===== src/hdl/imuspd_pkg.sv =====
// ----------------------------------------------------------------------------
// imuspd_pkg
// Shared constants, types and helpers of the IMU serial packet decoder:
// framing bytes, packet type codes, result kinds and axis scaling.
// ----------------------------------------------------------------------------
`default_nettype none

package imuspd_pkg;

  // framing
  localparam int unsigned PKT_LEN   = 11;
  localparam int unsigned CNT_W     = $clog2(PKT_LEN);
  localparam logic [7:0]  HDR_BYTE  = 8'h55;

  // type byte codes
  localparam logic [7:0] TYPE_ACCEL = 8'h51;
  localparam logic [7:0] TYPE_GYRO  = 8'h52;
  localparam logic [7:0] TYPE_ANGLE = 8'h53;
  localparam logic [7:0] TYPE_MAG   = 8'h54;
  localparam logic [7:0] TYPE_PRESS = 8'h56;

  // fixed-point scale factors
  localparam logic [7:0] GYRO_SCALE  = 8'd125;
  localparam logic [7:0] ANGLE_SCALE = 8'd180;
  localparam logic [7:0] UNIT_SCALE  = 8'd1;

  localparam int unsigned AXIS_W = 24;

  typedef enum logic [2:0] {
    KIND_ACCEL = 3'd0,
    KIND_GYRO  = 3'd1,
    KIND_ANGLE = 3'd2,
    KIND_MAG   = 3'd3,
    KIND_PRESS = 3'd4
  } kind_e;

  // signed 16-bit raw value times a small unsigned constant, exact in 24 bits
  function automatic logic signed [AXIS_W-1:0] axis_scale(input logic [15:0] raw,
                                                          input logic [7:0]  factor);
    logic signed [AXIS_W-1:0] raw_ext;
    logic signed [AXIS_W-1:0] fac_ext;
    raw_ext = $signed({{(AXIS_W-16){raw[15]}}, raw});
    fac_ext = $signed({{(AXIS_W-8){1'b0}}, factor});
    return raw_ext * fac_ext;
  endfunction

endpackage

`default_nettype wire


===== src/hdl/imu_serial_packet_decoder.sv =====
// ----------------------------------------------------------------------------
// imu_serial_packet_decoder
// Frames 11-byte sensor packets from a serial byte stream, checks the
// running checksum and emits one decoded result per good packet, axes fixed-point scaled.
// ----------------------------------------------------------------------------
//  channel | direction | handshake               | payload
//  rx      | in        | rx_valid_i / rx_ready_o | rx_byte_i
//  res     | out       | res_valid_o/res_ready_i | packet_kind_o, axis_*_o,
//          |           |                         | temperature_centi_o,
//          |           |                         | pressure_raw_o, altitude_raw_o
//
// One byte is accepted per cycle while rx_ready_o is high; the result of a packet
// appears in the output register in the cycle after its checksum byte is accepted.
// The decode is a single pass from the packet byte registers to the result
// register; the axis scaling uses three 16 by 8 multipliers side by side.
// rx_ready_o drops only while a result waits and the next byte closes a packet.
// Reset clears the byte count, running sum and result valid; no clearing pass.
`default_nettype none

module imu_serial_packet_decoder (
  input  wire logic               clk_i,
  input  wire logic               rst_ni,
  input  wire logic               rx_valid_i,
  output logic                    rx_ready_o,
  input  wire logic [7:0]         rx_byte_i,
  output logic                    res_valid_o,
  input  wire logic               res_ready_i,
  output logic [2:0]              packet_kind_o,
  output logic signed [23:0]      axis_x_o,
  output logic signed [23:0]      axis_y_o,
  output logic signed [23:0]      axis_z_o,
  output logic signed [15:0]      temperature_centi_o,
  output logic signed [31:0]      pressure_raw_o,
  output logic signed [31:0]      altitude_raw_o
);

  localparam int unsigned CntW    = imuspd_pkg::CNT_W;
  localparam int unsigned LastIdx = imuspd_pkg::PKT_LEN - 1;
  localparam logic [CntW-1:0] CntLast = CntW'(LastIdx);

  logic [CntW-1:0] byte_count_q, byte_count_d;
  logic [7:0]      running_sum_q, running_sum_d;
  logic [7:0]      pkt_q [1:LastIdx-1];

  logic rx_acc;
  logic closing;
  logic sum_ok;
  logic type_ok;
  logic emit;

  logic                          res_valid_q, res_valid_d;
  imuspd_pkg::kind_e             kind_d;
  logic [7:0]                    factor;
  logic signed [23:0]            axis_x_d, axis_y_d, axis_z_d;
  logic signed [15:0]            temp_d;
  logic signed [31:0]            press_d, alt_d;

  assign rx_ready_o = !(res_valid_q && !res_ready_i) || (byte_count_q != CntLast);
  assign rx_acc     = rx_valid_i && rx_ready_o;
  assign closing    = (byte_count_q == CntLast);
  assign sum_ok     = (running_sum_q == rx_byte_i);
  assign emit       = rx_acc && closing && sum_ok && type_ok;

  // framing: count and running checksum
  always_comb begin
    byte_count_d  = byte_count_q;
    running_sum_d = running_sum_q;
    if (rx_acc) begin
      if (byte_count_q == '0) begin
        if (rx_byte_i == imuspd_pkg::HDR_BYTE) begin
          byte_count_d  = CntW'(1);
          running_sum_d = rx_byte_i;
        end
      end else if (closing) begin
        byte_count_d  = '0;
        running_sum_d = '0;
      end else begin
        byte_count_d  = byte_count_q + CntW'(1);
        running_sum_d = running_sum_q + rx_byte_i;
      end
    end
  end

  always_ff @(posedge clk_i or negedge rst_ni) begin
    if (!rst_ni) begin
      byte_count_q  <= '0;
      running_sum_q <= '0;
    end else begin
      byte_count_q  <= byte_count_d;
      running_sum_q <= running_sum_d;
    end
  end

  // header byte is never read back, only type and payload are kept
  always_ff @(posedge clk_i) begin
    for (int i = 1; i < LastIdx; i++) begin
      if (rx_acc && byte_count_q == CntW'(i)) begin
        pkt_q[i] <= rx_byte_i;
      end
    end
  end

  // type decode
  always_comb begin
    type_ok = 1'b1;
    kind_d  = imuspd_pkg::KIND_ACCEL;
    factor  = imuspd_pkg::UNIT_SCALE;
    unique case (pkt_q[1])
      imuspd_pkg::TYPE_ACCEL: begin
        kind_d = imuspd_pkg::KIND_ACCEL;
        factor = imuspd_pkg::UNIT_SCALE;
      end
      imuspd_pkg::TYPE_GYRO: begin
        kind_d = imuspd_pkg::KIND_GYRO;
        factor = imuspd_pkg::GYRO_SCALE;
      end
      imuspd_pkg::TYPE_ANGLE: begin
        kind_d = imuspd_pkg::KIND_ANGLE;
        factor = imuspd_pkg::ANGLE_SCALE;
      end
      imuspd_pkg::TYPE_MAG: begin
        kind_d = imuspd_pkg::KIND_MAG;
        factor = imuspd_pkg::UNIT_SCALE;
      end
      imuspd_pkg::TYPE_PRESS: begin
        kind_d = imuspd_pkg::KIND_PRESS;
        factor = imuspd_pkg::UNIT_SCALE;
      end
      default: begin
        type_ok = 1'b0;
      end
    endcase
  end

  // payload decode
  always_comb begin
    axis_x_d = '0;
    axis_y_d = '0;
    axis_z_d = '0;
    temp_d   = '0;
    press_d  = '0;
    alt_d    = '0;
    if (kind_d == imuspd_pkg::KIND_PRESS) begin
      press_d = $signed({pkt_q[5], pkt_q[4], pkt_q[3], pkt_q[2]});
      alt_d   = $signed({pkt_q[9], pkt_q[8], pkt_q[7], pkt_q[6]});
    end else begin
      axis_x_d = imuspd_pkg::axis_scale({pkt_q[3], pkt_q[2]}, factor);
      axis_y_d = imuspd_pkg::axis_scale({pkt_q[5], pkt_q[4]}, factor);
      axis_z_d = imuspd_pkg::axis_scale({pkt_q[7], pkt_q[6]}, factor);
      if (kind_d == imuspd_pkg::KIND_ACCEL) begin
        temp_d = $signed({pkt_q[9], pkt_q[8]});
      end
    end
  end

  // result register
  always_comb begin
    res_valid_d = res_valid_q;
    if (emit) begin
      res_valid_d = 1'b1;
    end else if (res_ready_i) begin
      res_valid_d = 1'b0;
    end
  end

  always_ff @(posedge clk_i or negedge rst_ni) begin
    if (!rst_ni) begin
      res_valid_q <= 1'b0;
    end else begin
      res_valid_q <= res_valid_d;
    end
  end

  always_ff @(posedge clk_i) begin
    if (emit) begin
      packet_kind_o       <= kind_d;
      axis_x_o            <= axis_x_d;
      axis_y_o            <= axis_y_d;
      axis_z_o            <= axis_z_d;
      temperature_centi_o <= temp_d;
      pressure_raw_o      <= press_d;
      altitude_raw_o      <= alt_d;
    end
  end

  assign res_valid_o = res_valid_q;

  // checks
  a_count_range : assert property (@(posedge clk_i) disable iff (!rst_ni)
    byte_count_q <= CntLast)
    else $error("byte count past packet end");

  a_stray_dropped : assert property (@(posedge clk_i) disable iff (!rst_ni)
    (rx_acc && byte_count_q == '0 && rx_byte_i != imuspd_pkg::HDR_BYTE)
      |=> (byte_count_q == '0))
    else $error("stray byte started a packet");

  a_result_source : assert property (@(posedge clk_i) disable iff (!rst_ni)
    (res_valid_o && !$past(res_valid_o)) |-> $past(rx_acc && closing))
    else $error("result without a checksum byte");

  a_press_axes : assert property (@(posedge clk_i) disable iff (!rst_ni)
    (res_valid_o && packet_kind_o == imuspd_pkg::KIND_PRESS)
      |-> (axis_x_o == '0 && axis_y_o == '0 && axis_z_o == '0))
    else $error("pressure result with nonzero axes");

  a_temp_accel : assert property (@(posedge clk_i) disable iff (!rst_ni)
    (res_valid_o && packet_kind_o != imuspd_pkg::KIND_ACCEL)
      |-> (temperature_centi_o == '0))
    else $error("temperature set outside accel result");

endmodule

`default_nettype wire


===== config.mk =====
export PLATFORM = sky130hd
export DESIGN_NAME = imu_serial_packet_decoder
export DESIGN_NICKNAME = d
export VERILOG_FILES = /design/src/hdl/imuspd_pkg.sv /design/src/hdl/imu_serial_packet_decoder.sv
export SDC_FILE = /design/constraint.sdc
export NUM_CORES = 1
export LEC_CHECK = 0
export BUFFER_PORTS_ARGS = -buffer_cell sky130_fd_sc_hd__buf_2
export CAP_MARGIN = 10
export CORE_ASPECT_RATIO = 2
export CORE_MARGIN = 2
export CORE_UTILIZATION = 35
export DETAILED_ROUTE_END_ITERATION = 12
export PLACE_DENSITY = 0.52
export SYNTH_ARGS = -nofsm -noshare
export SYNTH_HDL_FRONTEND = slang
export SYNTH_SLANG_ARGS = --single-unit
export TNS_END_PERCENT = 50

===== constraint.sdc =====
create_clock -name clk_i -period 16.7 [get_ports clk_i]
set_clock_uncertainty 0.1 [all_clocks]
set_input_delay 0 -clock clk_i [delete_from_list [all_inputs] [get_ports clk_i]]
set_output_delay 0 -clock clk_i [all_outputs]
set_load 0.05 [all_outputs]

Word-level counts from Yosys, hierarchy flattened. Memory sizes are Yosys's and may differ from the RTL's. Cells that the tools add are included.

Logic and storage cells: 121. Bits of input ports: 12. RAM bits: 72. Output and inout bits: 157. Memories kept: 1. Register bits: 168.

Memories: pkt_q (depth 9, bits a word 8, read ports 9, clocked after Yosys merged registers in 0, write ports 1, line imu_serial_packet_decoder.sv:43) `logic [7:0] pkt_q [1:LastIdx-1];`.

$mul: 3. Add/subtract/negate cells: 2. Bitwise gates (word level): 1. Reductions and logical operators: 31. Multiplexer cells: 53. Eq/ne operators: 20.

Operators by type and width (count): 8-bit two-way mux (11); 16-bit by 9-bit multiplier with 24-bit output (3); 8-bit OR reduction (8); 8-bit by 7-bit equality test with 1-bit output (second input constant) (6); 4-bit two-way mux (11); 1-bit two-way mux (29); 4-bit by 3-bit equality test with 1-bit output (second input constant) (4); 8-bit one-hot mux with 2 select lines (1); 1-bit logical AND (14); 4-bit equality test (second input constant) (3); 3-bit one-hot mux with 4 select lines (1); 8-bit adder (1); 4-bit by 2-bit equality test with 1-bit output (second input constant) (2); 8-bit equality test (1); 5-bit OR reduction (1); 4-bit by 1-bit adder with 4-bit output (second input constant) (1); 4-bit by 1-bit equality test with 1-bit output (second input constant) (1); 4-bit logical NOT (1); 4-bit != test (second input constant) (1); 3-bit equality test (second input constant) (1); 3-bit logical NOT (1); 1-bit logical NOT (2); 2-bit by 1-bit != test with 1-bit output (second input constant) (1); 2-bit AND reduction (1); 4 further kinds (4).

Depth between registers and ports, before layout. Gate-level depths: netlist (run 1).

Depth after elaboration: 17. Gate-level depth with buffers: 25. Depth with buffers taken out: 22.

Worst setup path after synthesis (run 1). Ideal clock, no wire load.

Kind: register -> register. From: register, netlist name pkt_q[0][15]. To: register altitude_raw_o[0], read port of pkt_q (enable). Clock period less this slack: 16.956 ns. Cell stages (with the launch flop): 5. Buffers on the path: 1. Slack: -0.256 ns. Required time: 15.547 ns. Setup time: 1.053 ns. Arrival: 15.803 ns. Path through: edfxtp_1 -> nand4bb_1 -> or2_1 -> buf_2 -> nor4_1.

RTL lines: end: declaration (line imu_serial_packet_decoder.sv:34) `output logic signed [31:0] altitude_raw_o`.

==> impl_metrics.toml, run 1 <==
[outcome]
status = "completed"

[final_layout]
layout.cells.non_filler = 2942
final_util = 0.399
final_area_um2 = 23600
layout-drive-gt1-share = 0.110
fin_nets = 2585
area_delta_synth_final_pct = 12.7
n_antenna_cell = 0

[clock_tree]
clkSlewWorstSetupHoldPaths_ns = 0.07
htree_levels = 1
cts_made_buffers = 26
tritoncts = "done"
clock_latency_ns = 0.58
cts.sink_count = 240
postCtsResizedCells = 0
cts-root-buf = "clkbuf_16"
holdBufCountCts = 12
cts_setup_buffers = 0
cts_buffer_depth = 3

[detailed_routing]
dr.pass1.iters = 5
wire_per_inst_um = 17.8
via_per_inst = 4.81
wirelength_um = 52300
drt_iter0_markers = 667
drc = 0
ant_nets = 0
num_vias = 14164

[die]
fp.dieH_um = 350
dieArea_um2 = 61900
core-area_um2 = 59100
std_cell_rows = 126
ios = 169
die_width_um = 177
start_util = 0.354

[placement]
place.detailed.hpwl_um = 40400
placed_area_um2 = 22600
dp_slack_ns = 9.70
place_congestion = 0.861
place_inst = 2881
io_buffers = 168

[logic_synthesis]
synth_area_leaders = "edfxtp_1 (33%), fa_1 (21%), ha_1 (12%), inv_1 (7.7%), and2_1 (5.4%)"
asyncSetResetFlopFracSynth = 0.0542
synth_top_cell_by_area = "edfxtp_1"
yosysSeqAreaShare = 0.341
synthesis.nets = 2427
synthCells = 1996
synth_area_um2 = 20900
ys.flop_type = "edfxtp_1"
ys_types = 64
yosysWarnings = 0
synth_most_common_cell = "inv_1"
synth_edf_count = 227
avgSynthCellArea_um2 = 10.5
synth_top_area_frac = 0.326
yosys-top-cells-count = "inv_1 (431), edfxtp_1 (227), fa_1 (218)"
yosys_register_bits = 240

[min_path]
min_path_type = "in -> reg"
min_path_cells = 4
hp-start = "res_ready_i"
min_to = "res_valid_o$_DFFE_PN0P_"

[worst_setup_path]
path_common_cell = "inv_1"
crit_family = "simple AND/OR/NAND/NOR gates"
setup.worst_path.start_class = "register"
cp_num_buf_inv = 6
slowest_delay_ns = 0.61
rrSetupSlack_ns = 9.74
worst-r2r-cell-count = 23
cp_slowest_cell = "nor2_4"
cp_cell_sequence = "nand4bb_1 > or2_1 > nor2_4 > nand2_1 > buf_4 > and2_1 > ha_1 > inv_1 > fa_1 > inv_1 > ha_1 > inv_1 > fa_1 > inv_1 > ha_1 > inv_1 > fa_1 > nand2b_1 > a21o_1 > a211oi_1 > a21o_1 > o21ai_0 > mux2_2"
cp-end-kind = "register"
critical_path_class = "reg -> reg"
reg2reg_from = "pkt_q[0][15]$_DFFE_PP_"
worstReg2RegEnd = "axis_y_o[21]$_SDFFCE_PN0P_"
crit_arrival_ns = 7.19
worstPathRequired_ns = 16.93
critPathMaxFanout = 35

[sta]
fin_ws_ns = 9.74
final-max-slew-violation-count = 0
slew_headroom = 0.413
worstMarginPinSlew_ns = 0.881
fin_crit_sh = 0.417
hold_viol = 0
rsz0062_at_grt = "false"
tns_ns = 0
whs_ns = 0.186
fmax_ghz = 0.144
period_minus_slack_ns = 6.96
setup_viol_count_final = 0

[global_routing]
grt_first_pass_wirelength_um = 83100
grt_pass1_vias = 15611
grt_max_degree = 115
grt_antenna_before_repair = 0
grtUsageTotal = 0.174
grt-ovfl-total = 0

[run]
drv_cap = 0

[power_and_ir_drop]
power_leakage_nw = 11.0
pwr_density_cell_nw_per_um2 = 70.2
p_total_mw = 1.65
ir_drop_uv = 79.3
## registers in the layout (all words and copies together), names as in the netlist
name	count
altitude_raw_o	32
axis_x_o	24
axis_y_o	24
axis_z_o	24
byte_count_q	4
packet_kind_o	3
pkt_q	72
pressure_raw_o	32
res_valid_o	1
running_sum_q	8
temperature_centi_o	16
## layer usage
metal | up-vias | global-route usage | share of wire | wire, um
met5 | - | 0 | 0 | 0
met2 | 320 | 0.326 | 0.53 | 27900
met4 | 0 | 0.0727 | 0.040 | 2090
met3 | 101 | 0.0248 | 0.050 | 2620
li1 | 6721 | - | - | -
met1 | 7022 | 0.195 | 0.38 | 19600
## worst reg2reg max path: stages (launching register included)
cell and delay, ns:
edfxtp_1 0.37, nand4bb_1 0.21, or2_1 0.34, nor2_4 0.61, nand2_1 0.52, buf_4 0.41, and2_1 0.23, ha_1 0.27
inv_1 0.05, fa_1 0.51, inv_1 0.04, ha_1 0.26, inv_1 0.07, fa_1 0.41, inv_1 0.06, ha_1 0.16
inv_1 0.06, fa_1 0.45, nand2b_1 0.18, a21o_1 0.20, a211oi_1 0.56, a21o_1 0.27, o21ai_0 0.10, mux2_2 0.28
## worst max path at each step
stage	startpoint	endpoint	slack (ns)	cells after the start
finish	pkt_q[0][15]$_DFFE_PP_	axis_y_o[21]$_SDFFCE_PN0P_	9.74	23
global route	pkt_q[0][15]$_DFFE_PP_	axis_z_o[21]$_SDFFCE_PN0P_	9.36	21
CTS	pkt_q[0][15]$_DFFE_PP_	axis_y_o[21]$_SDFFCE_PN0P_	9.67	23
detailed placement	pkt_q[0][15]$_DFFE_PP_	axis_y_o[21]$_SDFFCE_PN0P_	9.70	23
global placement	pkt_q[0][15]$_DFFE_PP_	axis_y_o[21]$_SDFFCE_PN0P_	9.89	23
floorplan	byte_count_q[2]$_DFFE_PN0P_	altitude_raw_o[0]$_SDFFCE_PP0P_	6.40	6
## layout by cell type (no fill, tap or decap), types with 17 or more instances in the layout
cell type / Yosys / layout
ha_1: 201 / 201
o21ai_0: 34 / 34
and2_1: 180 / 180
fa_1: 218 / 218
clkbuf_16: 0 / 27
nor3_1: 23 / 23
nand2b_1: 22 / 22
inv_1: 431 / 431
buf_2: 16 / 168
edfxtp_1: 227 / 227
and3_1: 56 / 56
xnor2_1: 61 / 61
nand2_1: 90 / 90
nor2_1: 104 / 103
a21oi_1: 76 / 76
nor2b_1: 28 / 28
a21o_1: 17 / 17
xor2_1: 19 / 19
## layout make-up
cell class | count | area, um2
repair buffers | 194 | 1060
inverters | 432 | 1630
flip-flops and latches | 240 | 7140
fillers | 5852 | 35500
multi-input cells | 1260 | 11900
clock buffers | 33 | 708
well taps | 768 | 961
clock inverters | 15 | 175
## power breakdown
| group | internal (mW) | switching, mW |
|---|---|---|
| Combinational | 0.123 | 0.177 |
| Sequential | 0.696 | 0.0470 |
| Clock | 0.350 | 0.264 |
## kinds of logic (layout without fill, tap and decap cells)
family,Yosys count,after routing,share of synthesized area
AO/OA/AOI/OAI,203,203,0.0608
buffers and inverters,496,674,0.0911
adder cells (fa/ha/maj),419,419,0.329
AND/OR/NAND/NOR,549,549,0.140
XOR/XNOR,80,80,0.0335
multiplexers,9,9,0.00442
flip-flops,240,240,0.341
No activity file was read; power rests on OpenSTA's default activity.
==> inputs of run 2 (changes only) <==
--- a/config.mk
+++ b/config.mk
@@ -11,7 +11,7 @@
 export CORE_MARGIN = 2
 export CORE_UTILIZATION = 35
 export DETAILED_ROUTE_END_ITERATION = 12
-export PLACE_DENSITY = 0.52
+export PLACE_DENSITY = 0.5
 export SYNTH_ARGS = -nofsm -noshare
 export SYNTH_HDL_FRONTEND = slang
 export SYNTH_SLANG_ARGS = --single-unit
==> constraint.sdc (replaced) <==
create_clock -name clk_i -period 6.66 [get_ports clk_i]
set_clock_uncertainty 0.1 [all_clocks]
set_input_delay 0 -clock clk_i [delete_from_list [all_inputs] [get_ports clk_i]]
set_output_delay 0 -clock clk_i [all_outputs]
set_load 0.05 [all_outputs]
==> run 2 against run 1 <==
Against the previous run:
- critical endpoint is now axis_z_o[21]$_SDFFCE_PN0P_
- global-route usage about the same
- flip-flop and latch count unchanged
- combinational power increased to 2.5 times the previous value
- count of clock-buffer cells in the layout decreased by 4
- largest power group unchanged
- sequential share of layout area decreased by 0.13 points
- critical path depth decreased by 2
- clock power increased to 2.6 times the previous value
- sequential power increased to 2.5 times the previous value
- core utilization increased by 0.17 points
- fmax increased by 12%
==> impl_metrics.toml, run 2 (synthesis results as in run 1) <==
[clock_tree]
cts.sink_count = 240
htree_levels = 1
cts_buffer_depth = 3
cts_setup_buffers = 0
cts_made_buffers = 27
cts-root-buf = "clkbuf_16"
clock_latency_ns = 0.59
postCtsResizedCells = 0
clkSlewWorstSetupHoldPaths_ns = 0.06
holdBufCountCts = 12
tritoncts = "done"

[power_and_ir_drop]
pwr_density_cell_nw_per_um2 = 177
ir_drop_uv = 208
power_leakage_nw = 11.1
p_total_mw = 4.20

[worst_setup_path]
crit_arrival_ns = 6.46
worstPathRequired_ns = 6.89
critPathMaxFanout = 48
setup.worst_path.start_class = "register"
rrSetupSlack_ns = 0.43
critical_path_class = "reg -> reg"
cp-end-kind = "register"

[final_layout]
final_common_cell = "inv_1"
final_area_um2 = 23700
largest_reg_flops = 72
final_cell_mix = "inv_1 (431), edfxtp_1 (227), fa_1 (218)"
n_antenna_cell = 0
fin_nets = 2595
layout.cells.non_filler = 2952
largest-register = "pkt_q"
reg.largest.list = "pkt_q: 72 flops, altitude_raw_o: 32 flops, pressure_raw_o: 32 flops"
area_delta_synth_final_pct = 13.2
final_util = 0.401
layout-drive-gt1-share = 0.116

[global_routing]
grt_antenna_before_repair = 1
grt_max_degree = 115
grt-ovfl-total = 0
grtUsageTotal = 0.175
grt_first_pass_wirelength_um = 83300
grt_pass1_vias = 15422

[detailed_routing]
via_per_inst = 4.76
num_vias = 14056
wirelength_um = 52600
drt_iter0_markers = 673
met2_length_um = 28300
wl_met1_um = 20200
dr.pass1.iters = 5
wire_per_inst_um = 17.8
highest_layer = "met4"
ant_nets = 0
wl_met3_um = 2170
drc = 0

[die]
std_cell_rows = 126
dieArea_um2 = 61900
start_util = 0.354
core-area_um2 = 59100
die_width_um = 177
fp.dieH_um = 350
ios = 169

[run]
drv_cap = 0

[sta]
setup_viol_count_final = 0
tns_ns = 0
period_minus_slack_ns = 6.23
hold_viol = 0
fin_crit_sh = 0.935
rsz0062_at_grt = "false"
slew_headroom = 0.175
fin_ws_ns = 0.430
whs_ns = 0.155
worstMarginPinSlew_ns = 1.23
final-max-slew-violation-count = 0
fmax_ghz = 0.161

[placement]
place_inst = 2890
place.detailed.hpwl_um = 40900
place_congestion = 0.876
dp_slack_ns = 0.429
placed_area_um2 = 22600
io_buffers = 168

[min_path]
min_path_type = "in -> reg"

[outcome]
status = "completed"
## run 2: changes by cell type in the layout (fill, tap and decap cells not counted), sizes merged
cell and delta:
buf +9, clkbuf -4, clkinvlp +3, clkinv +2, bufinv +1, inv -1
## run 2: path summary, 6_finish.rpt
path	from	to	depth (start not counted)
worst max-delay path	pkt_q[0][15]$_DFFE_PP_	axis_z_o[21]$_SDFFCE_PN0P_	21
worst min-delay path	res_ready_i	res_valid_o$_DFFE_PN0P_	4
worst max register to register	pkt_q[0][15]$_DFFE_PP_	axis_z_o[21]$_SDFFCE_PN0P_	21
worst min register to register	running_sum_q[5]$_DFFE_PN0P_	running_sum_q[5]$_DFFE_PN0P_	1
max in group asynchronous	rst_ni	running_sum_q[2]$_DFFE_PN0P_	3
min in group asynchronous	rst_ni	running_sum_q[6]$_DFFE_PN0P_	3
## run 2: per-layer routing
layer | GRT usage | up-vias
met5 | 0 | -
met2 | 0.330 | 292
met4 | 0.0700 | 0
li1 | - | 6742
met1 | 0.194 | 6932
met3 | 0.0228 | 90
## run 2: worst max-delay path, stage by stage, from the launching register on
cell and delay (ns):
edfxtp_1 0.35, nand4bb_1 0.20, or2_1 0.33, nor2_4 0.45
nand2_1 0.10, buf_4 0.30, and2_1 0.24, ha_1 0.28
inv_1 0.06, fa_1 0.50, inv_1 0.06, fa_1 0.53
inv_1 0.05, fa_1 0.47, inv_1 0.04, ha_1 0.33
a21o_1 0.19, or3_1 0.32, o211ai_1 0.34, nor2_1 0.07
o31ai_1 0.26, mux2_2 0.37
## run 2: cell type report
cell class,count,area (um2)
fill,5837,35400
multi-input combinational,1260,11900
sequential,240,7140
inverter,432,1630
timing repair buffer,203,1130
tap,768,961
clock buffer,29,683
clock inverter,20,234
## run 2: report_power, final
group | switching, mW | total (mW) | internal [mW]
Sequential | 0.116 | 1.86 | 1.74
Combinational | 0.445 | 0.751 | 0.306
Clock | 0.679 | 1.58 | 0.906
Total | 1.24 | 4.20 | 2.96
==> inputs of run 3 (changes only) <==
--- a/config.mk
+++ b/config.mk
@@ -5,6 +5,7 @@
 export SDC_FILE = /design/constraint.sdc
 export NUM_CORES = 1
 export LEC_CHECK = 0
+export ABC_AREA = 1
 export BUFFER_PORTS_ARGS = -buffer_cell sky130_fd_sc_hd__buf_2
 export CAP_MARGIN = 10
 export CORE_ASPECT_RATIO = 2
@@ -12,6 +13,7 @@
 export CORE_UTILIZATION = 35
 export DETAILED_ROUTE_END_ITERATION = 12
 export PLACE_DENSITY = 0.5
+export RECOVER_POWER = 100
 export SYNTH_ARGS = -nofsm -noshare
 export SYNTH_HDL_FRONTEND = slang
 export SYNTH_SLANG_ARGS = --single-unit
==> run 3 against run 2 <==
Against the previous run:
- global-route usage increased by 1.4 points
- largest cell class unchanged
- largest power group unchanged
- flip-flop and latch count unchanged
- the run now ends with max-capacitance violations, max-slew violations left
- first-iteration DRC count increased by 6.4%
- area after synthesis increased by 1.2%
- critical path depth increased by 1
- non-clock buffer count decreased by 14
- register-to-register slack improved by 0.16 ns
- synthesized cell count increased by 17%
- count of clock-buffer cells in the layout increased by 2
==> impl_metrics.toml, run 3 <==
[outcome]
status = "finished, violations left"
violations = "max-capacitance violations, max-slew violations"

[power_and_ir_drop]
p_clk_frac = 0.379
sw_frac_of_total = 0.297
p_int_mw = 2.89
pwr-share-comb = 0.188
pwr_density_cell_nw_per_um2 = 173
p_seq_frac = 0.434
ir_drop_uv = 164
switchingPower_mw = 1.22
power_leakage_nw = 11.8
p_total_mw = 4.10

[final_layout]
fill_cells = 6130
multiInputGateArea_um2 = 11500
fin_nets = 2947
layout-drive-gt1-share = 0.0296
final_cell_mix = "inv_1 (617), nor2_1 (377), nand2_1 (271)"
regArea_um2 = 7140
largest_reg_flops = 72
area_delta_synth_final_pct = 11.7
reg.largest.list = "pkt_q: 72 flops, altitude_raw_o: 32 flops, pressure_raw_o: 32 flops"
layout.cells.non_filler = 3309
final_area_um2 = 23700
largest-register = "pkt_q"
n_antenna_cell = 0
final_common_cell = "inv_1"
final_util = 0.395

[logic_synthesis]
synth-simple-area-share = 0.154
synth_top_cell_by_area = "edfxtp_1"
synthCells = 2339
asyncSetResetFlopFracSynth = 0.0542
avgSynthCellArea_um2 = 9.05
synth_top_family_by_area = "adder cells"
yosys_register_bits = 240
synth_top_area_frac = 0.322
ys_types = 41
yosysWarnings = 0
synth_adder_area_share = 0.325
synth_area_um2 = 21200
yosys-top-cells-count = "inv_1 (615), nor2_1 (371), nand2_1 (268)"
synth_area_leaders = "edfxtp_1 (32%), fa_1 (21%), ha_1 (12%), inv_1 (11%), nor2_1 (6.6%)"
synth_xor_area_frac = 0.0120
ys.flop_type = "edfxtp_1"
synth.area.mux_share = 0.00142
synth_most_common_cell = "inv_1"
synth_edf_count = 227
synthesis.nets = 2770
synth_compound_area_frac = 0.0525
yosysSeqAreaShare = 0.337

[worst_setup_path]
setup.worst_path.start_class = "register"
worstPathRequired_ns = 6.92
critPathMaxFanout = 28
cp.depth = 22
reg2reg_from = "pkt_q[0][13]$_DFFE_PP_"
endpoint = "axis_x_o[18]$_SDFFCE_PN0P_"
crit_path_start = "pkt_q[0][13]$_DFFE_PP_"
critical_path_class = "reg -> reg"
worstReg2RegEnd = "axis_x_o[18]$_SDFFCE_PN0P_"
crit_arrival_ns = 6.33
slowest_delay_ns = 0.50
rrSetupSlack_ns = 0.59
cp-end-kind = "register"
cp_cell_sequence = "inv_1 > nand2_1 > nor2_4 > nand2_1 > nand2_4 > inv_4 > nor2_1 > xnor2_1 > ha_1 > o21bai_1 > fa_1 > inv_1 > fa_1 > fa_1 > inv_1 > ha_1 > a21oi_1 > o21ai_0 > a21oi_1 > o21ai_0 > nor2_1 > nor2_1"
crit_family = "adder cells"
cp_slowest_cell = "fa_1"
cp_num_buf_inv = 4
worst-r2r-cell-count = 22

[sta]
whs_ns = 0.0895
period_minus_slack_ns = 6.07
hold_viol = 0
slew_headroom = -0.652
final-max-slew-violation-count = 141
worstMarginPinSlew_ns = 2.48
tns_ns = 0
fin_ws_ns = 0.591
setup_viol_count_final = 0
fmax_ghz = 0.165
rsz0062_at_grt = "false"
fin_crit_sh = 0.911

[detailed_routing]
num_vias = 15542
drt_iter0_markers = 716
via_per_inst = 4.70
dr.pass1.iters = 6
wire_per_inst_um = 17.3
ant_nets = 0
wirelength_um = 57200
drc = 0

[clock_tree]
cts_made_buffers = 25
clock_latency_ns = 0.58
tritoncts = "done"
cts_buffer_depth = 3
postCtsResizedCells = 0
htree_levels = 1
holdBufCountCts = 12
clkSlewWorstSetupHoldPaths_ns = 0.07
cts.sink_count = 240
cts_setup_buffers = 0
cts-root-buf = "clkbuf_16"

[placement]
place.detailed.hpwl_um = 46000
placed_area_um2 = 22900
dp_slack_ns = 0.749
place_congestion = 0.906
place_inst = 3251
io_buffers = 168

[die]
die_width_um = 178
ios = 169
core-area_um2 = 59900
start_util = 0.354
dieArea_um2 = 62600
std_cell_rows = 127
fp.dieH_um = 352

[global_routing]
grt_max_degree = 105
grt_pass1_vias = 16714
grt_first_pass_wirelength_um = 89700
grtUsageTotal = 0.188
grt_antenna_before_repair = 0
grt-ovfl-total = 0

[run]
drv_cap = 2

[min_path]
min_path_type = "in -> reg"
==> run 3: cell types whose count changed after synthesis, sizes merged, moves of 22 or more <==
cell	before	now
and3	56	1
nand2	90	272
nand2b	22	0
nor2b	28	0
nor2	105	390
nand3	14	67
a21oi	76	118
inv	431	619
xnor2	61	16
and2	180	4
==> run 3: how the worst min path moves through the flow <==
stage	startpoint	end	slack, ns	cells past startpoint
2_1_floorplan	rst_ni	byte_count_q[0]$_DFFE_PN0P_	-0.40	0
3_3_place_gp	rst_ni	res_valid_o$_DFFE_PN0P_	-0.17	1
3_5_place_dp	rst_ni	res_valid_o$_DFFE_PN0P_	-0.17	1
4_1_cts	res_ready_i	res_valid_o$_DFFE_PN0P_	0.06	5
5_1_grt	res_ready_i	res_valid_o$_DFFE_PN0P_	0.1	5
6_report	res_ready_i	res_valid_o$_DFFE_PN0P_	0.09	5
==> run 3: worst reg2reg max path: stages (launching register included) <==
cell and delay (ns):
edfxtp_1 0.36, inv_1 0.06, nand2_1 0.08, nor2_4 0.29
nand2_1 0.21, nand2_4 0.33, inv_4 0.25, nor2_1 0.44
xnor2_1 0.12, ha_1 0.20, o21bai_1 0.17, fa_1 0.49
inv_1 0.06, fa_1 0.49, fa_1 0.50, inv_1 0.04
ha_1 0.35, a21oi_1 0.12, o21ai_0 0.24, a21oi_1 0.11
o21ai_0 0.44, nor2_1 0.08, nor2_1 0.32
==> run 3: cell type report <==
class                           instances  share of cell area
Timing Repair Buffer                  189              0.0354
Inverter                              620              0.0985
Tap cell                              774              0.0409
Multi-Input combinational cell       1440               0.486
Clock buffer                           31              0.0278
Clock inverter                         15             0.00936
Sequential cell                       240               0.302
==> run 3: cells by family after synthesis <==
logic type	after synthesis
fa+ha+maj	419
compound gates	205
simple gates	784
xor+xnor	29
mux	3
flops	240
buf+inv	659
==> run 3: power by group through the flow <==
stage	Sequential, mW	Combinational (mW)	Clock, mW
after floorplan	1.80	0.564	0
after global placement	1.81	0.764	0
after detailed placement	1.81	0.774	0
after CTS	1.78	0.785	1.61
after global routing	1.79	0.888	1.66
final	1.78	0.770	1.55
==> run 3: metal layers <==
layer  global-route usage  vias up  wire, um  part of all wire
met5                    0        -         0                 0
met2                0.380      314     32600              0.57
met3               0.0171      109      2020             0.035
met4               0.0780        0      2250             0.039
li1                     -     7562         -                 -
met1                0.192     7557     20300              0.35
